## src/rtl/dwepc_pkg.sv

```systemverilog
// ----------------------------------------------------------------------------
// dwepc_pkg
// Types and constants shared by the two-wheel encoder speed controller.
// ----------------------------------------------------------------------------
package dwepc_pkg;

  localparam int TARGET_W = 16;
  localparam int DRIVE_W  = 16;
  localparam int GAIN_W   = 8;
  localparam int DB_W     = 15;
  localparam int THR_W    = 8;
  // Errors are clamped to this width before the gain multiply. Any error
  // outside it saturates the drive for every nonzero gain.
  localparam int ERR_W    = 17;

  localparam int APB_DW   = 32;
  localparam int APB_AW   = 4;

  // Item commands.
  localparam logic [1:0] CMD_LEFT    = 2'd0;
  localparam logic [1:0] CMD_RIGHT   = 2'd1;
  localparam logic [1:0] CMD_SAMPLE  = 2'd2;
  localparam logic [1:0] CMD_CONTROL = 2'd3;

  // Register indexes.
  localparam logic [1:0] REG_HOLD_GAIN = 2'd0;
  localparam logic [1:0] REG_MOVE_GAIN = 2'd1;
  localparam logic [1:0] REG_DEADBAND  = 2'd2;
  localparam logic [1:0] REG_ACCEL_THR = 2'd3;

  localparam logic [GAIN_W-1:0] HOLD_GAIN_RST = 8'd16;
  localparam logic [GAIN_W-1:0] MOVE_GAIN_RST = 8'd19;
  localparam logic [DB_W-1:0]   DEADBAND_RST  = 15'd28;
  localparam logic [THR_W-1:0]  ACCEL_THR_RST = 8'd2;

  typedef struct packed {
    logic [1:0]                 cmd;
    logic                       dir_bit;
    logic signed [TARGET_W-1:0] left_target;
    logic signed [TARGET_W-1:0] right_target;
  } in_item_t;

  typedef struct packed {
    logic signed [DRIVE_W-1:0] left_drive;
    logic signed [DRIVE_W-1:0] right_drive;
  } out_item_t;

  typedef struct packed {
    logic [GAIN_W-1:0] hold_gain;
    logic [GAIN_W-1:0] move_gain;
    logic [DB_W-1:0]   deadband;
    logic [THR_W-1:0]  accel_threshold;
  } cfg_t;

endpackage

```

## src/rtl/dual_wheel_encoder_p_controller.sv

```systemverilog
// ----------------------------------------------------------------------------
// dual_wheel_encoder_p_controller
// Two-wheel proportional speed controller fed by encoder pulse items.
// ----------------------------------------------------------------------------
//
//   channel  ports                              direction  notes
//   in       in_valid, in_stall, in_data        in         one item per cycle unless stalled
//   out      out_valid, out_stall, out_data     out        control steps only
//   cfg      psel, penable, pwrite, paddr,      in/out     APB, 4 registers
//            pwdata, prdata, pready
//
// An accepted item sits in the input register, where it updates the
// counters or computes both drives; a control result is loaded into the output
// register as it leaves the input register and can then be taken.
// The sustained rate is one item per clock unless a stalled result holds a control
// step; the gain multiply per wheel sets the cycle time.
// Reset is synchronous and returns counters and registers to their defaults.
// A stalled result holds only a control step waiting in the input register;
// pulse and sample items keep flowing.
//
module dual_wheel_encoder_p_controller
  import dwepc_pkg::*;
#(
  parameter int COUNT_WIDTH = 16
) (
  input  logic              clk,
  input  logic              rst_n,

  input  logic              in_valid,
  output logic              in_stall,
  input  in_item_t          in_data,

  output logic              out_valid,
  input  logic              out_stall,
  output out_item_t         out_data,

  input  logic              psel,
  input  logic              penable,
  input  logic              pwrite,
  input  logic [APB_AW-1:0] paddr,
  input  logic [APB_DW-1:0] pwdata,
  output logic [APB_DW-1:0] prdata,
  output logic              pready
);

  localparam logic signed [COUNT_WIDTH-1:0] CNT_MAX = {1'b0, {(COUNT_WIDTH-1){1'b1}}};
  localparam logic signed [COUNT_WIDTH-1:0] CNT_MIN = {1'b1, {(COUNT_WIDTH-1){1'b0}}};

  cfg_t      cfg;
  in_item_t  item_r;
  logic      item_valid_r;
  logic      out_valid_r;
  out_item_t out_data_r;

  logic signed [COUNT_WIDTH-1:0] left_count_r,  left_count_nxt;
  logic signed [COUNT_WIDTH-1:0] right_count_r, right_count_nxt;
  logic signed [COUNT_WIDTH-1:0] left_sampled_r,  left_sampled_nxt;
  logic signed [COUNT_WIDTH-1:0] right_sampled_r, right_sampled_nxt;
  logic signed [COUNT_WIDTH-1:0] left_prev_r,  left_prev_nxt;
  logic signed [COUNT_WIDTH-1:0] right_prev_r, right_prev_nxt;

  logic                       is_ctrl;
  logic                       out_free;
  logic                       item_adv;
  logic                       in_accept;
  logic                       hold;
  logic signed [DRIVE_W-1:0]  left_drive;
  logic signed [DRIVE_W-1:0]  right_drive;

  dwepc_regs u_regs (
    .clk     (clk),
    .rst_n   (rst_n),
    .psel    (psel),
    .penable (penable),
    .pwrite  (pwrite),
    .paddr   (paddr),
    .pwdata  (pwdata),
    .prdata  (prdata),
    .pready  (pready),
    .cfg     (cfg)
  );

  assign hold = (item_r.left_target == '0) && (item_r.right_target == '0);

  dwepc_wheel #(.CW(COUNT_WIDTH)) u_left (
    .hold     (hold),
    .target   (item_r.left_target),
    .sampled  (left_sampled_r),
    .previous (left_prev_r),
    .cfg      (cfg),
    .drive    (left_drive)
  );

  dwepc_wheel #(.CW(COUNT_WIDTH)) u_right (
    .hold     (hold),
    .target   (item_r.right_target),
    .sampled  (right_sampled_r),
    .previous (right_prev_r),
    .cfg      (cfg),
    .drive    (right_drive)
  );

  // Only a control step needs the output register; others retire at once.
  assign is_ctrl   = (item_r.cmd == CMD_CONTROL);
  assign out_free  = !out_valid_r || !out_stall;
  assign item_adv  = item_valid_r && (!is_ctrl || out_free);
  assign in_stall  = item_valid_r && !item_adv;
  assign in_accept = in_valid && !in_stall;

  assign out_valid = out_valid_r;
  assign out_data  = out_data_r;

  always_comb begin
    left_count_nxt    = left_count_r;
    right_count_nxt   = right_count_r;
    left_sampled_nxt  = left_sampled_r;
    right_sampled_nxt = right_sampled_r;
    left_prev_nxt     = left_prev_r;
    right_prev_nxt    = right_prev_r;
    if (item_adv) begin
      unique case (item_r.cmd)
        CMD_LEFT: begin
          // The left encoder counts down when the direction bit is set.
          if (!item_r.dir_bit) begin
            if (left_count_r != CNT_MAX) left_count_nxt = left_count_r + 1'b1;
          end else begin
            if (left_count_r != CNT_MIN) left_count_nxt = left_count_r - 1'b1;
          end
        end
        CMD_RIGHT: begin
          if (item_r.dir_bit) begin
            if (right_count_r != CNT_MAX) right_count_nxt = right_count_r + 1'b1;
          end else begin
            if (right_count_r != CNT_MIN) right_count_nxt = right_count_r - 1'b1;
          end
        end
        CMD_SAMPLE: begin
          left_sampled_nxt  = left_count_r;
          right_sampled_nxt = right_count_r;
          left_count_nxt    = '0;
          right_count_nxt   = '0;
        end
        CMD_CONTROL: begin
          left_prev_nxt  = left_sampled_r;
          right_prev_nxt = right_sampled_r;
        end
        default: begin
          left_count_nxt = left_count_r;
        end
      endcase
    end
  end

  always_ff @(posedge clk) begin
    if (!rst_n) begin
      item_valid_r    <= 1'b0;
      out_valid_r     <= 1'b0;
      left_count_r    <= '0;
      right_count_r   <= '0;
      left_sampled_r  <= '0;
      right_sampled_r <= '0;
      left_prev_r     <= '0;
      right_prev_r    <= '0;
    end else begin
      left_count_r    <= left_count_nxt;
      right_count_r   <= right_count_nxt;
      left_sampled_r  <= left_sampled_nxt;
      right_sampled_r <= right_sampled_nxt;
      left_prev_r     <= left_prev_nxt;
      right_prev_r    <= right_prev_nxt;
      if (in_accept) begin
        item_valid_r <= 1'b1;
      end else if (item_adv) begin
        item_valid_r <= 1'b0;
      end
      if (item_adv && is_ctrl) begin
        out_valid_r <= 1'b1;
      end else if (!out_stall) begin
        out_valid_r <= 1'b0;
      end
    end
  end

  always_ff @(posedge clk) begin
    if (in_accept) begin
      item_r <= in_data;
    end
    if (item_adv && is_ctrl) begin
      out_data_r.left_drive  <= left_drive;
      out_data_r.right_drive <= right_drive;
    end
  end

  // A pulse or sample item in the input register never holds off new items.
  a_no_stall_for_counts: assert property (@(posedge clk) disable iff (!rst_n)
    (item_valid_r && !is_ctrl) |-> !in_stall)
    else $error("input stalled behind a pulse or sample item");

  // A control step waits while a previous result is still stalled.
  a_ctrl_waits: assert property (@(posedge clk) disable iff (!rst_n)
    (item_valid_r && is_ctrl && out_valid && out_stall) |=>
      (item_valid_r && is_ctrl && $stable(left_prev_r) && $stable(right_prev_r)))
    else $error("control step left the input register while output was blocked");

  // Sampling clears both pulse counters.
  a_sample_clears: assert property (@(posedge clk) disable iff (!rst_n)
    (item_adv && item_r.cmd == CMD_SAMPLE) |=>
      (left_count_r == '0 && right_count_r == '0))
    else $error("pulse counters not cleared by a sample item");

  // A new result comes only from a control step leaving the input register.
  a_result_source: assert property (@(posedge clk) disable iff (!rst_n)
    (out_valid && !$past(out_valid && out_stall)) |->
      $past(item_valid_r && is_ctrl))
    else $error("result produced without a control step");

endmodule

```

## src/rtl/dwepc_regs.sv

```systemverilog
// ----------------------------------------------------------------------------
// dwepc_regs
// APB register bank holding the gains, deadband and acceleration threshold.
// ----------------------------------------------------------------------------
module dwepc_regs
  import dwepc_pkg::*;
(
  input  logic              clk,
  input  logic              rst_n,
  input  logic              psel,
  input  logic              penable,
  input  logic              pwrite,
  input  logic [APB_AW-1:0] paddr,
  input  logic [APB_DW-1:0] pwdata,
  output logic [APB_DW-1:0] prdata,
  output logic              pready,
  output cfg_t              cfg
);

  cfg_t       cfg_r;
  cfg_t       cfg_nxt;
  logic [1:0] reg_idx;
  logic       wr_en;

  assign reg_idx = paddr[3:2];
  assign wr_en   = psel && penable && pwrite;
  assign pready  = 1'b1;
  assign cfg     = cfg_r;

  always_comb begin
    cfg_nxt = cfg_r;
    if (wr_en) begin
      unique case (reg_idx)
        REG_HOLD_GAIN: cfg_nxt.hold_gain       = pwdata[GAIN_W-1:0];
        REG_MOVE_GAIN: cfg_nxt.move_gain       = pwdata[GAIN_W-1:0];
        REG_DEADBAND:  cfg_nxt.deadband        = pwdata[DB_W-1:0];
        REG_ACCEL_THR: cfg_nxt.accel_threshold = pwdata[THR_W-1:0];
        default:       cfg_nxt = cfg_r;
      endcase
    end
  end

  always_comb begin
    unique case (reg_idx)
      REG_HOLD_GAIN: prdata = APB_DW'(cfg_r.hold_gain);
      REG_MOVE_GAIN: prdata = APB_DW'(cfg_r.move_gain);
      REG_DEADBAND:  prdata = APB_DW'(cfg_r.deadband);
      REG_ACCEL_THR: prdata = APB_DW'(cfg_r.accel_threshold);
      default:       prdata = '0;
    endcase
  end

  always_ff @(posedge clk) begin
    if (!rst_n) begin
      cfg_r.hold_gain       <= HOLD_GAIN_RST;
      cfg_r.move_gain       <= MOVE_GAIN_RST;
      cfg_r.deadband        <= DEADBAND_RST;
      cfg_r.accel_threshold <= ACCEL_THR_RST;
    end else begin
      cfg_r <= cfg_nxt;
    end
  end

endmodule

```

## src/rtl/dwepc_wheel.sv

```systemverilog
// ----------------------------------------------------------------------------
// dwepc_wheel
// Proportional drive for one wheel: error, deadband or acceleration scaling,
// gain multiply and 16-bit saturation.
// ----------------------------------------------------------------------------
module dwepc_wheel
  import dwepc_pkg::*;
#(
  parameter int CW = 16
) (
  input  logic                       hold,
  input  logic signed [TARGET_W-1:0] target,
  input  logic signed [CW-1:0]       sampled,
  input  logic signed [CW-1:0]       previous,
  input  cfg_t                       cfg,
  output logic signed [DRIVE_W-1:0]  drive
);

  localparam int EW     = ((CW + 2 > TARGET_W) ? CW + 2 : TARGET_W) + 1;
  localparam int DW     = CW + 2;
  localparam int PROD_W = GAIN_W + 1 + ERR_W;

  localparam logic signed [EW-1:0]     E_HI = EW'(65535);
  localparam logic signed [EW-1:0]     E_LO = -EW'(65536);
  localparam logic signed [PROD_W-1:0] P_HI = PROD_W'(32767);
  localparam logic signed [PROD_W-1:0] P_LO = -PROD_W'(32768);

  logic signed [EW-1:0]     quad;
  logic signed [EW-1:0]     db_ext;
  logic signed [EW-1:0]     e_hold;
  logic signed [EW-1:0]     e_hold_sel;
  logic signed [EW-1:0]     e_move;
  logic signed [EW-1:0]     e_move_div;
  logic signed [EW-1:0]     e_move_sel;
  logic signed [EW-1:0]     e_sel;
  logic signed [ERR_W-1:0]  e_clamp;
  logic signed [DW-1:0]     rise;
  logic signed [DW-1:0]     thr_ext;
  logic                     in_band;
  logic                     round_up;
  logic [GAIN_W-1:0]        gain;
  logic signed [PROD_W-1:0] prod;

  always_comb begin
    quad   = EW'(sampled) <<< 2;
    db_ext = EW'($signed({1'b0, cfg.deadband}));

    // Hold error is -4*count, so dividing it by four is exactly -count.
    e_hold     = -quad;
    in_band    = (e_hold < db_ext) && (e_hold > -db_ext);
    e_hold_sel = in_band ? -EW'(sampled) : e_hold;

    // Divide by eight toward zero: shift, then bump negative inexact values.
    e_move     = EW'(target) - quad;
    round_up   = e_move[EW-1] & (|e_move[2:0]);
    e_move_div = (e_move >>> 3) + EW'($signed({1'b0, round_up}));
    rise       = DW'(sampled) - DW'(previous);
    thr_ext    = DW'($signed({1'b0, cfg.accel_threshold}));
    e_move_sel = (rise >= thr_ext) ? e_move_div : e_move;

    e_sel = hold ? e_hold_sel : e_move_sel;
    gain  = hold ? cfg.hold_gain : cfg.move_gain;

    if (e_sel > E_HI) begin
      e_clamp = ERR_W'(65535);
    end else if (e_sel < E_LO) begin
      e_clamp = -ERR_W'(65536);
    end else begin
      e_clamp = e_sel[ERR_W-1:0];
    end

    prod = $signed({1'b0, gain}) * e_clamp;

    if (prod > P_HI) begin
      drive = DRIVE_W'(32767);
    end else if (prod < P_LO) begin
      drive = -DRIVE_W'(32768);
    end else begin
      drive = prod[DRIVE_W-1:0];
    end
  end

endmodule

```

## config.mk

```make
export PLATFORM = sky130hd
export DESIGN_NAME = dual_wheel_encoder_p_controller
export DESIGN_NICKNAME = d
export VERILOG_FILES = /design/src/rtl/dwepc_pkg.sv /design/src/rtl/dual_wheel_encoder_p_controller.sv /design/src/rtl/dwepc_regs.sv /design/src/rtl/dwepc_wheel.sv
export SDC_FILE = /design/constraint.sdc
export NUM_CORES = 2
export LEC_CHECK = 0
export BUFFER_PORTS_ARGS = -buffer_cell sky130_fd_sc_hd__buf_2
export CORE_MARGIN = 2
export CORE_UTILIZATION = 65
export CTS_CLUSTER_DIAMETER = 40
export CTS_CLUSTER_SIZE = 14
export DETAILED_ROUTE_END_ITERATION = 10
export PLACE_DENSITY = 0.87
export SLEW_MARGIN = 20
export SYNTH_ARGS = -nofsm -noshare
export SYNTH_HDL_FRONTEND = slang
export SYNTH_HIERARCHICAL = 1
export SYNTH_SLANG_ARGS = --single-unit
```

## constraint.sdc

```tcl
create_clock -name clk -period 12.53 [get_ports clk]
set_input_delay 1.253 -clock clk [delete_from_list [all_inputs] [get_ports clk]]
set_output_delay 1.253 -clock clk [all_outputs]
set_load 0.005 [all_outputs]
```

==> flow_summary.toml <==
[global_route]
grt_max_degree = 90
grt_pass1_wl_um = 120000
antenna_found_initial = 3
grt_overflow = 0
gr-usage-all-layers_pct = 32.3
grt_pass1_vias = 24300

[floorplanning]
initial_core_util_pct = 66.0
fp.dieW_um = 214
io_pins = 145
die_y_um = 214
die-area_um2 = 45600
core-area_um2 = 43300
num_rows = 76

[cells_and_area]
fin_nets = 4103
syn_to_final_growth_pct = 6.76
final_core_util_pct = 70.5
final_area_um2 = 30500
drive_gt1_share_pct = 8.77
finalNonFillerCells = 4131

[sta]
clock-skew-final_ps = 42.2
setup-violations-final = 0
hold_slack_ps = 449
drv_slew = 0
fmax_ghz = 0.0878
period_minus_slack_ps = 11390
tns_ps = 0
slew_headroom_pct = 28.4
post-route-period-util_pct = 90.9
rsz0062_at_grt = "no"
tightest_slew_ps = 1060
setup_ws_ps = 1140
hold_viol_final = 0

[setup_path]
worstReg2RegStart = "right_sampled_r[0]"
r2r_cells = 32
r2r_setup_slack_ps = 1140
worstPathMaxFanout = 11
critPathMaxStageDelay_ps = 930
required_ps = 12830
arrival_ps = 11690
slowest_stage = "o41ai_2"
endpoint_kind = "flip-flop"
rr_endpoint = "out_data[0]"
start_kind = "flip-flop"
criticalPathCategory = "flip-flop to flip-flop"

[power_and_ir_drop]
power.switching_mw = 3.27
power.total_mw = 6.57
power_frac_comb_pct = 74.9
irDropWorstVdd_mv = 0.246
cellPowerDensity_nw_per_um2 = 215
sequentialPowerShare_pct = 12.3
leakagePower_nw = 13.8
p_int_mw = 3.29
p_sw_share_pct = 49.8
pwr-share-clk_pct = 12.9

[clock_tree]
cts.path.max_buffers = 3
htreeDepth = 1
ctsResizeCount = 0
cts_hold_buf = 0
clkSinkCount = 204
cts_buffers = 30
cts_tree = "built"
cts_setup_buffers = 0
root_buffer = "clkbuf_16"
path_clk_slew_ps = 60
insertion_delay_ps = 600

[detailed_routing]
vias = 25600
drtPass1Iterations = 8
wire_per_inst_um = 17.9
avgViaCountPerCell = 6.19
totalWireLength_um = 73800
drtIter0Drc = 2257
drc_errors = 0
ant_nets = 0

[synthesis]
async_flop_share_pct = 0
ys_seq_area_share_pct = 16.6
synth_area_um2 = 28600
yosysTopAreaCellShare_pct = 15.6
ys_types = 126
ys_seq_elements = 204
synth_warnings = 6
avgSynthCellArea_um2 = 8.22
synthCells = 3474
synth_edf_count = 67
synth.area.top_cells = "fa_1, ha_1, dfxtp_1, edfxtp_1, inv_1"
synth_ff_type = "dfxtp_1"
yosys.area.top_type = "fa_1"

[hold_path]
holdPathStages = 2
worstHoldStart = "right_prev_r[15]"
min_path_type = "flip-flop to flip-flop"
hold_end = "right_prev_r[15]"

[placed_design]
gp_congestion = 0.963
hpwl_um = 58000
dpl-instance-area_um2 = 29400
dp_cells = 4073
pre_cts_ws_ps = 1200
portBuffers = 107

[flow_run]
maxCapViolCount = 0

[run_status]
status = "completed"
[worst max-delay path by stage]
stage | from | end | slack [ps] | depth (start not counted)
global placement | left_sampled_r[0] | out_data[23] | 1440 | 38
floorplan | left_sampled_r[0] | out_data[22] | 2800 | 39
detailed placement | left_sampled_r[0] | out_data[22] | 1200 | 38
finish | right_sampled_r[0] | out_data[0] | 1140 | 32
CTS | left_sampled_r[0] | out_data[22] | 1100 | 38
global route | left_sampled_r[0] | out_data[28] | 540 | 40
[registers in the layout, indices dropped and copies added (netlist names)]
register         count
out_data            32
right_prev_r        16
right_count_r       16
left_prev_r         16
right_sampled_r     16
item_valid_r         1
out_valid            1
left_count_r        16
left_sampled_r      16
item_r              35
u_regs/cfg          39
[synth_stat cells (32+ instances only)]
library cell,number
nand2b_1,52
o21ai_0,128
clkbuf_1,74
o211ai_1,32
xor2_1,46
nor4_1,36
nor3_1,68
nor2_1,237
nand2_1,361
edfxtp_1,67
xnor2_1,125
a21oi_1,261
nand4_1,49
a21o_1,65
dfxtp_1,137
nor2b_1,43
inv_1,496
mux2i_1,88
nand3_1,71
fa_1,222
ha_1,282
[final cells by class]
| type | count | area [um2] |
|---|---|---|
| Antenna cell | 1 | 2.50 |
| Clock buffer | 36 | 826 |
| Clock inverter | 20 | 215 |
| Fill cell | 3373 | 12800 |
| Inverter | 498 | 1870 |
| Multi-Input combinational cell | 2657 | 21400 |
| Sequential cell | 204 | 4750 |
| Tap cell | 585 | 732 |
| Timing Repair Buffer | 130 | 728 |
[routing by layer]
| layer | vias up | track usage [%] | share of wire (%) | routed length (um) |
|---|---|---|---|---|
| met5 | - | 0 | 0.030 | 22 |
| met4 | 4 | 11.3 | 3.6 | 2690 |
| met3 | 219 | 6.27 | 8.8 | 6470 |
| met2 | 1219 | 53.3 | 46 | 33900 |
| met1 | 12100 | 42.6 | 42 | 30700 |
| li1 | 12100 | - | - | - |
[power groups by stage]
stage                     Sequential [mW]  Clock, mW  Combinational [mW]
after floorplan                     0.816          0                3.81
final                               0.807      0.845                4.92
after global placement              0.820          0                4.60
after CTS                           0.806      0.855                4.84
after global routing                0.811      0.888                5.56
after detailed placement            0.821          0                4.80
[kinds of logic after synthesis]
logic type | count (synthesis) | share of synthesized area (%)
multiplexers | 122 | 4.75
buffers and inverters | 629 | 8.88
adder cells (fa/ha/maj) | 504 | 27.9
other | 2 | 0.0263
XOR/XNOR | 171 | 5.24
AO/OA/AOI/OAI | 767 | 18.1
AND/OR/NAND/NOR | 1075 | 18.5
flip-flops | 204 | 16.6
[layout by cell type, fill, tap and decap left out, drive strengths merged, types with 17 or more instances in the layout]
cell    instances
and3           21
o21ai         145
fa            222
o211ai         33
edfxtp         67
inv           510
nor4           40
ha            282
nor2          240
buf           130
or3            17
xor2           46
nor3           70
mux2i          88
nor2b          43
a21o           65
a211oi         33
xnor2         125
clkbuf         36
conb           18
or2            22
a21oi         267
a31oi          23
o21a           20
and2           27
o31ai          17
nand3          72
mux2           26
dfxtp         137
nand4          50
nand2b         52
nand2         363
[critical path, delay by kind of cell, from the launching register on]
kind	cells	cell delay [ps]
and+or+nand+nor	9	2730
xor gates and xnor gates	1	180
adders and majority gates	7	3000
buffers and inverters	4	390
AOI/OAI and AO/OA	11	4280
DFF	1	460
(Power assumes the default switching activity.)
